`src/hw/rtl/tbo_pkg.sv`:
```
package tbo_pkg;

    // register indexes of the configuration port
    localparam int unsigned CfgIdxW = 3;
    typedef enum logic [CfgIdxW-1:0] {
        REG_MIN_X = 3'd0,
        REG_MIN_Y = 3'd1,
        REG_MIN_Z = 3'd2,
        REG_MAX_X = 3'd3,
        REG_MAX_Y = 3'd4,
        REG_MAX_Z = 3'd5
    } t_cfg_idx;

endpackage

```
`src/hw/rtl/tbo_front.sv`:
```
// Front end: takes one triangle beat per cycle unless stalled, recentres it on the box
// (doubled coordinates, exact) and forms edges and half sizes.
module tbo_front import tbo_pkg::*; #(
    parameter int CW = 16
) (
    input  logic                     i_clk,
    input  logic                     i_rst_n,
    input  logic                     i_valid,
    output logic                     o_stall,
    input  logic signed [CW-1:0]     i_vert [9],
    input  logic signed [CW-1:0]     i_box_lo [3],
    input  logic signed [CW-1:0]     i_box_hi [3],
    output logic                     o_valid,
    input  logic                     i_stall,
    output logic signed [CW+2:0]     o_v [3][3],
    output logic signed [CW+3:0]     o_e [3][3],
    output logic signed [CW:0]       o_h [3]
);
    logic r_valid;
    logic signed [CW+2:0] r_v [3][3];
    logic signed [CW:0]   r_h [3];
    logic advance;

    assign advance = !r_valid || !i_stall;
    assign o_stall = !advance;
    assign o_valid = r_valid;
    assign o_v     = r_v;
    assign o_h     = r_h;

    // edges from the registered vertices
    always_comb begin
        for (int i = 0; i < 3; i++)
            for (int a = 0; a < 3; a++)
                o_e[i][a] = (CW+4)'(r_v[(i+1)%3][a]) - (CW+4)'(r_v[i][a]);
    end

    always_ff @(posedge i_clk) begin
        if (!i_rst_n) begin
            r_valid <= 1'b0;
        end else if (advance) begin
            r_valid <= i_valid;
        end
        if (advance && i_valid) begin
            for (int a = 0; a < 3; a++) begin
                r_h[a] <= (CW+1)'(i_box_hi[a]) - (CW+1)'(i_box_lo[a]);
                for (int i = 0; i < 3; i++)
                    r_v[i][a] <= ((CW+3)'(i_vert[i*3+a]) <<< 1)
                               - (CW+3)'(i_box_lo[a]) - (CW+3)'(i_box_hi[a]);
            end
        end
    end
endmodule

```
`config.mk`:
```
export PLATFORM = sky130hd
export DESIGN_NAME = tbo_front
export DESIGN_NICKNAME = d
export VERILOG_FILES = /design/src/hw/rtl/tbo_pkg.sv /design/src/hw/rtl/tbo_front.sv
export SDC_FILE = /design/constraint.sdc
export NUM_CORES = 1
export LEC_CHECK = 0
export CELL_PAD_IN_SITES_DETAIL_PLACEMENT = 0
export CELL_PAD_IN_SITES_GLOBAL_PLACEMENT = 2
export CORE_ASPECT_RATIO = 1.1
export CORE_UTILIZATION = 36
export CTS_CLUSTER_SIZE = 30
export DETAILED_ROUTE_END_ITERATION = 12
export DONT_BUFFER_PORTS = 1
export PLACE_DENSITY_LB_ADDON = 0.1
export REMOVE_ABC_BUFFERS = 1
export SLEW_MARGIN = 10
export SYNTH_ARGS = -nofsm -noshare
export SYNTH_HDL_FRONTEND = slang
export SYNTH_SLANG_ARGS = --single-unit
```
`constraint.sdc`:
```
create_clock -name i_clk -period 13.05 [get_ports i_clk]
set_clock_uncertainty 0.1 [all_clocks]
set_input_delay 1.9575 -clock i_clk [delete_from_list [all_inputs] [get_ports i_clk]]
set_output_delay 1.9575 -clock i_clk [all_outputs]
set_load 0.01 [all_outputs]
```
# After elaboration in Yosys (flattened, before gate mapping)
# Cells that the tools add are included.
dict set report totals {
  ff_bits 223
  latchBits 0
  mem_bits_rw 0
  mem_bits_ro 0
  in_bits 244
  output_inout_bits 404
  elab_cells 48
  memories 0
}
dict set report op_classes {
  add_sub_neg 30
  multipliers 0
  div 0
  n_lt_le_gt_ge 0
  eq_ne 0
  shift 0
  muxes 0
  n_bitwise 0
  n_reduce_logical 5
}
# operator n
set ops {}
lappend ops {{subtractor 19 x 19 -> 20 bit} 9}
lappend ops {{subtractor 18 x 16 -> 19 bit} 9}
lappend ops {{subtractor 17 x 16 -> 18 bit} 9}
lappend ops {{subtractor 16 x 16 -> 17 bit} 3}
lappend ops {{zero test 1 bit} 3}
lappend ops {{logical AND 1 bit} 1}
lappend ops {{logical OR 1 bit} 1}

# Logic depth before layout (Yosys ltp)
# Gate-level depths: netlist of the first run.
dict set report logic_depth {
  word_depth 3
  depth_mapped 12
  depth_no_buf 12
}

# Least setup slack after synthesis of the first run
# Ideal clock, no wire load.
dict set report synth_timing {
  kind {in2reg}
  from {input port i_stall}
  to {register r_h, in the netlist o_h[0] (enable)}
  setup_time_ps 833
  arrival_time_ps 11927
  t_required_ps 12117
  slack_ps 191
  cell_stages 2
  path_buffers 0
  cell_sequence {and2_1 nor2b_1}
}
dict set report synth_between {
  elab_chain_cells 3
}
# element line
set synth_rtl {}
lappend synth_rtl {{from (decl)} tbo_front.sv:14} ;# input logic i_stall,
lappend synth_rtl {{zero test 1 bit} tbo_front.sv:24} ;# assign advance = !r_valid || !i_stall;
lappend synth_rtl {{logical OR 1 bit} tbo_front.sv:24}
lappend synth_rtl {{logical AND 1 bit} tbo_front.sv:43} ;# if (advance && i_valid) begin
lappend synth_rtl {{to (signal, indexed assignment)} tbo_front.sv:45} ;# r_h[a] <= (CW+1)'(i_box_hi[a]) - (CW+1)'(i_box_lo[a]);
lappend synth_rtl {{to (decl)} tbo_front.sv:21} ;# logic signed [CW:0] r_h [3];
# Every way passes these cells.
# A chain may end at the register's enable or synchronous reset.

==> out/summary.log, run 1 <==
qor: power_and_ir_drop.power.density_cell_area 192 mW/mm^2
qor: synthesis.avgSynthCellArea 9.23 um^2
qor: sta.max-slew-margin-rel 29.6%
qor: global_routing.grt-ovfl-total 0
qor: worst_setup_path.timing.critical_path.slowest_cell_delay 880 ps
qor: worst_setup_path.setup.worst_path.class flop to primary output
qor: sta.setup_viol 0
qor: global_routing.gr-usage-all-layers 24.8%
qor: drt.route.detailed.wl_per_inst 24.7 um
qor: global_routing.vias_in_the_first_global_route 23,000
qor: synthesis.postSynth.topFlopCell sky130_fd_sc_hd__edfxtp_1
qor: worst_hold_path.whs_endpoint o_valid$_SDFFE_PN0N_
qor: cts.tritoncts_num_sinks 223
qor: worst_setup_path.timing.critical_path.arrival 4130 ps
qor: sta.setup_total_negative_slack 0 ps
qor: global_routing.grt_max_degree 65
qor: synthesis.synth_cell_type_count 71
qor: floorplanning.initial_core_util 36.4%
qor: floorplanning.die_area 0.0797 mm^2
qor: synthesis.asyncSetResetFlopFracSynth 0%
qor: finish.drive_gt1_share 2.70%
qor: placement.gp_routability_congestion 0.929
qor: synthesis.synth-seq-cells 223
qor: floorplanning.core_ar 0.0776 mm^2
qor: worst_setup_path.r2r_start o_valid$_SDFFE_PN0N_
qor: synthesis.yosys_synthesis_warning_count 0
qor: finish.final_common_cell sky130_fd_sc_hd__ha_1
qor: cts.tritoncts built
qor: worst_hold_path.worstHoldPathType flop to flop
qor: power_and_ir_drop.power.ir.vdd_worst 0.126 mV
qor: worst_setup_path.critical_path.endpoint_type primary output
qor: run_status.status finished clean
qor: drt.route.antenna.remaining_nets 0
qor: synthesis.yosysSeqAreaShare 23.6%
qor: global_routing.wire_length_of_the_first_global_routing_pass 149,000 um
qor: worst_setup_path.startpoint_type flop
qor: finish.area_delta_synth_final 8.11%
qor: worst_setup_path.cp_startpoint o_v[152]$_DFFE_PP_
qor: sta.timing_hold_violations_final 0
qor: drt.finalWirelength 102,000 um
qor: drt.post_drt_via_cell_ratio 5.42
qor: cts.worst_setup_hold_path_clk_slew 60 ps
qor: cts.cts_buffer_depth 3
qor: worst_setup_path.required 10,990 ps
qor: floorplanning.die_width 269 um
qor: drt.drtPass1Iterations 5
qor: cts.post_cts.repair.setup_buffers 0
qor: placement.hpwl_after_detailed_placement 88,800 um
qor: cts.post_cts.resized_instances 0
qor: sta.slew_viol_final 0
qor: cts.cts_made_buffers 31
qor: drt.detail_route.drc_violations 0
qor: sta.rsz0062_at_grt false
qor: sta.holdWs 704 ps
qor: cts.htree_levels 1
qor: cts.cts_hold_buffers 0
qor: worst_setup_path.cp_num_buf_inv 1
qor: worst_setup_path.critical_register_to_register_path_endpoint o_v[129]$_DFFE_PP_
qor: power_and_ir_drop.reported_leakage_power 13.8 nW
qor: synthesis.post_synth_inst_count 3,064
qor: worst_setup_path.worst_path_dominant_cell_family compound AO/OA/AOI/OAI gates
qor: finish.num-fill-cells 7,928
qor: sta.timing.fmax 0.162 GHz
qor: sta.worst-slew-pin-transition 1040 ps
qor: synthesis.syn_area 0.0283 mm^2
qor: worst_setup_path.timing.critical_path.mode_cell sky130_fd_sc_hd__o21ai_0
qor: global_routing.groute.layer.met2.usage 43.2%
qor: finish.multi_input_area 0.0200 mm^2
qor: worst_setup_path.cp_slowest_cell sky130_fd_sc_hd__o41ai_1
qor: worst_setup_path.reg2reg_slack 10,440 ps
qor: finish.leading_cell_types_in_the_layout_fill_and_taps_excluded sky130_fd_sc_hd__ha_1, sky130_fd_sc_hd__inv_1, sky130_fd_sc_hd__a21oi_1
qor: drt.via_count_of_the_routed_design 22,400
qor: global_routing.busiest_grt_layer met2
qor: finish.final_util 39.4%
qor: floorplanning.std_cell_rows 107
qor: floorplanning.num_io_pins 648
qor: global_routing.met1_usage 29.2%
qor: drt.drt-initial-drc-count 1,189
qor: global_routing.grtUsageMet3 8.24%
qor: sta.finalCritPeriodShare 47.4%
qor: floorplanning.die_h 296 um
qor: cts.clk_latency 610 ps
qor: worst_setup_path.critical_path_peak_fanout 3
qor: worst_hold_path.worstHoldStart o_valid$_SDFFE_PN0N_
qor: cts.clockRootBuffer sky130_fd_sc_hd__clkbuf_16
qor: worst_setup_path.timing.critical_path.cells inv_1 -> ha_1 -> fa_1 -> nor2b_1 -> o21ai_0 -> a21boi_0 -> o41ai_1 -> nor3_1 -> o21ai_0 -> nand2_1 -> xor2_1
qor: sta.post-route-min-period 6190 ps
qor: placement.placement.io_buffers 0
qor: run.max-cap-violations 0
qor: finish.seq_area 0.00669 mm^2
qor: worst_hold_path.hold_depth 2
qor: finish.layout.nets 3,914
qor: global_routing.antenna_violations_before_repair 1
qor: synthesis.synth-edff-count 222
qor: worst_setup_path.worst-r2r-cell-count 4
-- tightest hold or removal path: cells and delay by family, from the launching register on --
family	cells	cell delay (ps)
AO/OA/AOI/OAI	1	190
flip-flops	1	340
AND/OR/NAND/NOR	1	230
-- stage by stage --
stage,total power [W],worst slack (ps),area [um^2],std cells
2_1_floorplan,0.00390,191,28200,3042
3_3_place_gp,0.00502,7640,29600,4084
3_5_place_dp,0.00502,7550,29600,4084
4_1_cts,0.00593,6870,30600,4141
5_1_grt,0.00630,6700,30600,4142
6_report,0.00588,6860,30600,4142
-- report_power, final --
group	internal, W	switching (W)
logic	0.00132	0.00232
clock network	0.000513	0.000371
registers	0.00103	0.000321
-- routing by layer --
metal,up-vias,routed length (um)
met5,-,0
met4,0,2610
met3,104,8710
met2,659,49300
met1,10900,41700
li1,10800,-
-- how the worst max path moves through the flow --
stage / end / slack [ps] / depth (start not counted)
6_report: o_e[58] / 6860 / 11
3_5_place_dp: o_e[58] / 7550 / 11
2_1_floorplan: o_h[0]$_DFFE_PP_ / 190 / 2
5_1_grt: o_e[58] / 6700 / 11
4_1_cts: o_e[58] / 6870 / 11
3_3_place_gp: o_e[58] / 7640 / 11
-- registers in the layout, summed over array words and instances (netlist names) --
register,flops
o_h,51
o_v,171
o_valid,1
-- synthesized netlist by cell type, types with 9 or more instances --
cell type | instances | area share [%]
sky130_fd_sc_hd__a2111oi_0 | 10 | 0.31
sky130_fd_sc_hd__a211oi_1 | 21 | 0.56
sky130_fd_sc_hd__a21boi_0 | 21 | 0.56
sky130_fd_sc_hd__a21o_1 | 129 | 3.4
sky130_fd_sc_hd__a21oi_1 | 290 | 5.1
sky130_fd_sc_hd__a221oi_1 | 9 | 0.28
sky130_fd_sc_hd__a31oi_1 | 20 | 0.44
sky130_fd_sc_hd__and3_1 | 22 | 0.49
sky130_fd_sc_hd__clkbuf_1 | 20 | 0.27
sky130_fd_sc_hd__edfxtp_1 | 222 | 24
sky130_fd_sc_hd__fa_1 | 156 | 11
sky130_fd_sc_hd__ha_1 | 432 | 19
sky130_fd_sc_hd__inv_1 | 411 | 5.5
sky130_fd_sc_hd__nand2_1 | 133 | 1.8
sky130_fd_sc_hd__nand2b_1 | 54 | 1.2
sky130_fd_sc_hd__nand3_1 | 33 | 0.58
sky130_fd_sc_hd__nand4_1 | 30 | 0.66
sky130_fd_sc_hd__nor2_1 | 179 | 2.4
sky130_fd_sc_hd__nor2b_1 | 71 | 1.6
sky130_fd_sc_hd__nor3_1 | 45 | 0.80
sky130_fd_sc_hd__o211ai_1 | 27 | 0.72
sky130_fd_sc_hd__o21a_1 | 58 | 1.5
sky130_fd_sc_hd__o21ai_0 | 160 | 2.8
sky130_fd_sc_hd__o21bai_1 | 38 | 1.0
sky130_fd_sc_hd__o22ai_1 | 9 | 0.20
sky130_fd_sc_hd__o31ai_1 | 10 | 0.27
sky130_fd_sc_hd__o41ai_1 | 10 | 0.31
sky130_fd_sc_hd__or3_1 | 12 | 0.27
sky130_fd_sc_hd__xnor2_1 | 222 | 6.9
sky130_fd_sc_hd__xor2_1 | 95 | 2.9
-- logic make-up (layout without fill, tap and decap cells) --
kind of cell    after synthesis  in the layout  share of synthesized area [%]
compound gates              875            875                           19.6
simple gates                622            622                           10.8
fa+ha+maj                   588            588                           30.1
buf+inv                     433            475                           5.74
xor+xnor                    317            317                           9.81
flops                       223            223                           23.6
mux                           6              6                          0.234
other cells                   0              1                              0
-- final cells by class --
| type | count | area share, % |
|---|---|---|
| Clock buffer | 35 | 2.59 |
| Tap cell | 1035 | 4.23 |
| Clock inverter | 22 | 0.745 |
| Antenna cell | 1 | 0.00818 |
| Sequential cell | 223 | 21.9 |
| Timing Repair Buffer | 7 | 0.172 |
| Inverter | 411 | 5.04 |
| Multi-Input combinational cell | 2408 | 65.3 |
Power figures use the tool's default switching activity.
==> inputs of run 2 (changes only) <==
- clock period: 13.05 -> 5 ns (I/O delays scaled with it)
==> run 2 against run 1 <==
Effect of this change:
- non-clock buffer count up 1
- critical path depth shrank 1
- first-iteration DRC count decreased by 8.6%
- total power rose to 2.6 times the previous value
- via count is 0.35% higher
- clock power rose to 2.5 times the previous value
- sequential power grew to 2.6 times the previous value
- worst setup slack got worse by 6600 ps
- largest cell class unchanged
==> out/summary.log, run 2 (same netlist as run 1, synthesis figures left out) <==
qor: cts.post_cts.repair.setup_buffers 0
qor: power_and_ir_drop.power.share.sequential 23.0%
qor: worst_setup_path.startpoint_type flop
qor: global_routing.gr-usage-all-layers 24.5%
qor: worst_hold_path.worstHoldPathType input port to flop
qor: worst_setup_path.required 4150 ps
qor: drt.drt-initial-drc-count 1,087
qor: run_status.status finished clean
qor: worst_setup_path.critical_register_to_register_path_endpoint o_h[29]$_DFFE_PP_
qor: cts.tritoncts_num_sinks 223
qor: worst_setup_path.reg2reg_slack 2900 ps
qor: finish.area_delta_synth_final 8.16%
qor: placement.hpwl_after_detailed_placement 88,300 um
qor: power_and_ir_drop.power.switching 0.00788 W
qor: sta.holdWs 159 ps
qor: power_and_ir_drop.reported_leakage_power 13.8 nW
qor: finish.final_common_cell sky130_fd_sc_hd__ha_1
qor: run.max-cap-violations 0
qor: cts.tritoncts built
qor: sta.setup_total_negative_slack 0 ps
qor: floorplanning.initial_core_util 36.4%
qor: drt.finalWirelength 102,000 um
qor: global_routing.grt_max_degree 92
qor: cts.clockRootBuffer sky130_fd_sc_hd__clkbuf_16
qor: sta.setup_viol 0
qor: drt.via_count_of_the_routed_design 22,500
qor: finish.layoutNonFillerInstCount 4,142
qor: worst_setup_path.timing.critical_path.arrival 3900 ps
qor: finish.largest_reg_flops 171
qor: drt.route.detailed.wl_per_inst 24.5 um
qor: sta.timing.fmax 0.211 GHz
qor: worst_setup_path.critical_path.endpoint_type primary output
qor: drt.detail_route.drc_violations 0
qor: sta.finalCritPeriodShare 95.0%
qor: cts.cts_made_buffers 31
qor: finish.layout.nets 3,915
qor: drt.route.antenna.remaining_nets 0
qor: placement.placement.io_buffers 0
qor: floorplanning.die_width 269 um
qor: worst_setup_path.setup.worst_path.class flop to primary output
qor: floorplanning.core_ar 0.0776 mm^2
qor: power_and_ir_drop.total_internal_power 0.00744 W
qor: power_and_ir_drop.comb_power_share 62.3%
qor: floorplanning.std_cell_rows 107
qor: global_routing.antenna_violations_before_repair 0
qor: worst_setup_path.critical_path_peak_fanout 4
qor: finish.drive_gt1_share 2.80%
qor: global_routing.wire_length_of_the_first_global_routing_pass 147,000 um
qor: worst_setup_path.critPathCapture o_e[54]
qor: power_and_ir_drop.switching_share 51.5%
qor: floorplanning.num_io_pins 648
qor: finish.final_util 39.4%
qor: power_and_ir_drop.clockPowerShare 14.7%
qor: drt.post_drt_via_cell_ratio 5.44
qor: drt.drtPass1Iterations 5
qor: cts.cts_hold_buffers 0
qor: worst_setup_path.r2r_start o_valid$_SDFFE_PN0N_
qor: cts.cts_buffer_depth 3
qor: placement.placedCellCount 4,085
qor: global_routing.grt-ovfl-total 0
qor: floorplanning.die_h 296 um
qor: finish.num-fill-cells 7,852
qor: cts.worst_setup_hold_path_clk_slew 60 ps
qor: sta.rsz0062_at_grt false
qor: floorplanning.die_area 0.0797 mm^2
qor: finish.leading_cell_types_in_the_layout_fill_and_taps_excluded sky130_fd_sc_hd__ha_1, sky130_fd_sc_hd__inv_1, sky130_fd_sc_hd__a21oi_1
qor: cts.clk_latency 610 ps
qor: cts.htree_levels 1
qor: worst_hold_path.worstHoldStart i_rst_n
qor: sta.worst_slack 252 ps
qor: sta.timing_hold_violations_final 0
qor: worst_setup_path.worst-r2r-cell-count 3
qor: finish.seq_area 0.00669 mm^2
qor: sta.worst-slew-pin-transition 1000 ps
qor: finish.ant_diodes 0
qor: global_routing.vias_in_the_first_global_route 22,800
qor: power_and_ir_drop.power.density_cell_area 501 mW/mm^2
qor: worst_setup_path.cp_startpoint o_v[40]$_DFFE_PP_
qor: placement.gp_routability_congestion 0.950
qor: sta.max-slew-margin-rel 32.1%
qor: sta.slew_viol_final 0
qor: sta.post-route-min-period 4750 ps
qor: finish.multi_input_area 0.0200 mm^2
qor: placement.preCtsSetupSlack 730 ps
qor: power_and_ir_drop.power.ir.vdd_worst 0.340 mV
run 2: area by class of cell:
class                           instances  area share (%)
Tap cell                             1035            4.23
Clock buffer                           34            2.57
Multi-Input combinational cell       2408            65.4
Clock inverter                         23           0.671
Sequential cell                       223            21.9
Inverter                              411            5.04
Timing Repair Buffer                    8           0.278
run 2: metal layers:
metal	wire, um	global-route usage [%]
met4	2680	6.47
met5	0	0
met2	48600	42.2
met1	42400	29.5
met3	8000	7.48
run 2: power groups by stage:
stage | Sequential (W) | Combinational, W | Clock, W
floorplan | 0.00317 | 0.00700 | 0
global placement | 0.00358 | 0.00953 | 0
detailed placement | 0.00357 | 0.00953 | 0
CTS | 0.00354 | 0.00958 | 0.00231
global route | 0.00356 | 0.0105 | 0.00236
finish | 0.00352 | 0.00955 | 0.00225
run 2: how the worst min path moves through the flow:
stage	to	slack, ps	depth (start not counted)
CTS	o_valid$_SDFFE_PN0N_	120	1
global route	o_valid$_SDFFE_PN0N_	140	1
global placement	o_valid$_SDFFE_PN0N_	710	2
finish	o_valid$_SDFFE_PN0N_	160	1
detailed placement	o_valid$_SDFFE_PN0N_	720	2
floorplan	o_valid$_SDFFE_PN0N_	610	2
run 2: per-stage QoR:
step           area (um^2)  total power [W]
6_report             30600           0.0153
5_1_grt              30600           0.0164
4_1_cts              30600           0.0154
3_5_place_dp         29600           0.0131
3_3_place_gp         29600           0.0131
2_1_floorplan        28200           0.0102
run 2: worst max-delay path: stages (launching register included):
cell and delay (ps):
sky130_fd_sc_hd__edfxtp_1 440, sky130_fd_sc_hd__inv_1 70, sky130_fd_sc_hd__ha_1 360, sky130_fd_sc_hd__nor2b_1 170, sky130_fd_sc_hd__o21ai_0 240, sky130_fd_sc_hd__a21boi_0 230, sky130_fd_sc_hd__o41ai_1 860, sky130_fd_sc_hd__nor3_2 200
sky130_fd_sc_hd__nor2_1 220, sky130_fd_sc_hd__o21bai_1 100, sky130_fd_sc_hd__xor2_1 390
run 2: timing repair:
item	in CTS	in global routing
hold endpoints to repair	0	0
endpoints found under the setup margin	0	2
gates resized for setup	0	2
==> inputs of run 3 (changes only) <==
- MAX_ROUTING_LAYER: default -> met4
==> run 3 against run 2 <==
Effect of this change:
- global-route usage is 0.81 points higher
- sequential power hardly changed
- cell count hardly changed
- flip-flop and latch count stayed put
- largest power group unchanged
- via count is 0.21% lower
- clock power is 15% higher
- design area is 0.53% higher
- clock-buffer cell count is 1 lower
- core utilization is 0.21 points higher
- fmax is 1.2% higher
- sequential share of layout area is 0.11 points lower
==> out/summary.log, run 3 (same netlist as run 1, synthesis figures left out) <==
qor: run_status.status finished clean
qor: placement.hpwl_after_detailed_placement 88,200 um
qor: power_and_ir_drop.total_internal_power 0.00775 W
qor: sta.post-route-min-period 4690 ps
qor: finish.seq_area 0.00669 mm^2
qor: power_and_ir_drop.reported_leakage_power 13.9 nW
qor: power_and_ir_drop.power.ir.vdd_worst 0.324 mV
qor: floorplanning.num_io_pins 648
qor: cts.post_cts.repair.setup_buffers 0
qor: cts.cts_buffer_depth 3
qor: run.max-cap-violations 0
qor: sta.finalCritPeriodShare 93.9%
qor: drt.via_count_of_the_routed_design 22,500
qor: finish.num-fill-cells 7,881
qor: worst_setup_path.timing.critical_path.slowest_cell_delay 840 ps
qor: worst_setup_path.cp_slowest_cell sky130_fd_sc_hd__o41ai_1
qor: sta.timing.fmax 0.213 GHz
qor: cts.clk_latency 610 ps
qor: drt.post_drt_via_cell_ratio 5.42
qor: cts.tritoncts_num_sinks 223
qor: floorplanning.die_width 269 um
qor: placement.gp_routability_congestion 0.975
qor: sta.holdWs 164 ps
qor: power_and_ir_drop.clockPowerShare 16.5%
qor: finish.final_common_cell sky130_fd_sc_hd__ha_1
qor: floorplanning.std_cell_rows 107
qor: finish.leading_cell_types_in_the_layout_fill_and_taps_excluded sky130_fd_sc_hd__ha_1, sky130_fd_sc_hd__inv_1, sky130_fd_sc_hd__a21oi_1
qor: worst_setup_path.timing.critical_path.arrival 3840 ps
qor: sta.timing_hold_violations_final 0
qor: sta.worst_slack 307 ps
qor: worst_setup_path.required 4150 ps
qor: global_routing.busiest_grt_layer met2
qor: global_routing.grt_max_degree 131
qor: drt.drtPass1Iterations 5
qor: floorplanning.core_ar 0.0776 mm^2
qor: worst_setup_path.reg2reg_slack 2880 ps
qor: global_routing.grtUsageMet3 6.79%
qor: worst_setup_path.critical_path_peak_fanout 4
qor: drt.detail_route.drc_violations 0
qor: worst_setup_path.startpoint_type flop
qor: power_and_ir_drop.power.switching 0.00792 W
qor: cts.htree_levels 1
qor: sta.rsz0062_at_grt false
qor: finish.final_util 39.6%
qor: floorplanning.initial_core_util 36.4%
qor: power_and_ir_drop.switching_share 50.5%
qor: global_routing.antenna_violations_before_repair 2
qor: worst_setup_path.critical_path.endpoint_type primary output
qor: cts.cts_made_buffers 31
qor: placement.preCtsSetupSlack 737 ps
qor: cts.worst_setup_hold_path_clk_slew 60 ps
qor: global_routing.gr-usage-all-layers 25.3%
qor: global_routing.groute.layer.met2.usage 42.7%
qor: power_and_ir_drop.comb_power_share 61.1%
qor: worst_setup_path.timing.critical_path.cells inv_1 -> ha_1 -> nor2b_1 -> o21ai_0 -> a21boi_0 -> o41ai_1 -> nor3_2 -> o21ai_0 -> nand2_1 -> xor2_2
qor: drt.finalWirelength 102,000 um
qor: global_routing.grt-ovfl-total 0
qor: worst_setup_path.setup.worst_path.class flop to primary output
qor: cts.clockRootBuffer sky130_fd_sc_hd__clkbuf_16
qor: finish.largest_reg_flops 171
qor: worst_setup_path.timing.critical_path.mode_cell sky130_fd_sc_hd__o21ai_0
qor: finish.drive_gt1_share 2.83%
qor: placement.placement.io_buffers 0
qor: global_routing.vias_in_the_first_global_route 22,900
qor: sta.setup_viol 0
qor: floorplanning.die_h 296 um
qor: sta.max-slew-margin-rel 31.7%
qor: finish.layout.nets 3,914
qor: floorplanning.die_area 0.0797 mm^2
qor: power_and_ir_drop.power.density_cell_area 509 mW/mm^2
qor: finish.multi_input_area 0.0200 mm^2
qor: worst_hold_path.worstHoldPathType input port to flop
qor: drt.route.detailed.wl_per_inst 24.6 um
qor: power_and_ir_drop.power.share.sequential 22.5%
qor: sta.worst-slew-pin-transition 1020 ps
qor: drt.route.antenna.remaining_nets 0
qor: finish.area_delta_synth_final 8.73%
qor: drt.drt-initial-drc-count 1,101
qor: global_routing.wire_length_of_the_first_global_routing_pass 147,000 um
qor: cts.tritoncts built
qor: sta.slew_viol_final 0
qor: global_routing.met1_usage 29.8%
-- run 3: cell count changes in the layout (fill, tap and decap cells not counted) --
cell	previous run	this run
sky130_fd_sc_hd__bufinv_16	3	9
sky130_fd_sc_hd__clkinv_2	8	2
sky130_fd_sc_hd__clkinv_4	1	3
sky130_fd_sc_hd__diode_2	0	2
sky130_fd_sc_hd__buf_4	6	5
sky130_fd_sc_hd__clkbuf_1	3	2
-- run 3: path summary, 6_finish.rpt --
path | to | startpoint | depth (start not counted)
setup / recovery | o_e[58] | o_v[40]$_DFFE_PP_ | 10
hold / removal | o_valid$_SDFFE_PN0N_ | i_rst_n | 1
setup reg to reg | o_v[151]$_DFFE_PP_ | o_valid$_SDFFE_PN0N_ | 3
hold reg to reg | o_valid$_SDFFE_PN0N_ | o_valid$_SDFFE_PN0N_ | 2
-- run 3: timing repair --
item                       CTS  global route
setup endpoints to repair    0             2
hold buffers                 0             0
resized for setup            0             2
-- run 3: power groups by stage --
stage	Clock (W)	Sequential (W)	Combinational, W
finish	0.00258	0.00352	0.00957
global route	0.00269	0.00357	0.0104
CTS	0.00265	0.00354	0.00958
detailed placement	0	0.00358	0.00953
global placement	0	0.00358	0.00952
floorplan	0	0.00317	0.00700
-- run 3: per-stage QoR --
stage               setup TNS, ps  instances  cell area (um^2)  total power, W
floorplan                -1476740       3042             28200          0.0102
finish                          0       4144             30800          0.0157
detailed placement              0       4084             29600          0.0131
global placement                0       4084             29600          0.0131
CTS                             0       4142             30700          0.0158
global route                    0       4144             30800          0.0167
-- run 3: layout make-up --
cell class                 instances  share of cell area [%]
antenna                            2                  0.0163
clock buffer                      33                    2.55
clock inverter                    25                    1.21
inverter                         411                    5.02
multi-input combinational       2408                    65.0
sequential                       223                    21.7
tap                             1035                    4.21
timing repair buffer               7                   0.252
-- run 3: worst max-delay path: cells and delay by family (launching register included) --
kind | cells | cell delay (ps)
adder cells (fa/ha/maj) | 1 | 370
AND/OR/NAND/NOR | 3 | 450
XOR/XNOR | 1 | 380
flip-flops | 1 | 470
buffers and inverters | 1 | 90
AO/OA/AOI/OAI | 4 | 1470
-- run 3: per-layer routing --
layer	vias up	part of all wire (%)
met5	-	0
met3	111	7.2
li1	10800	-
met2	577	48
met1	11000	42
met4	0	2.5
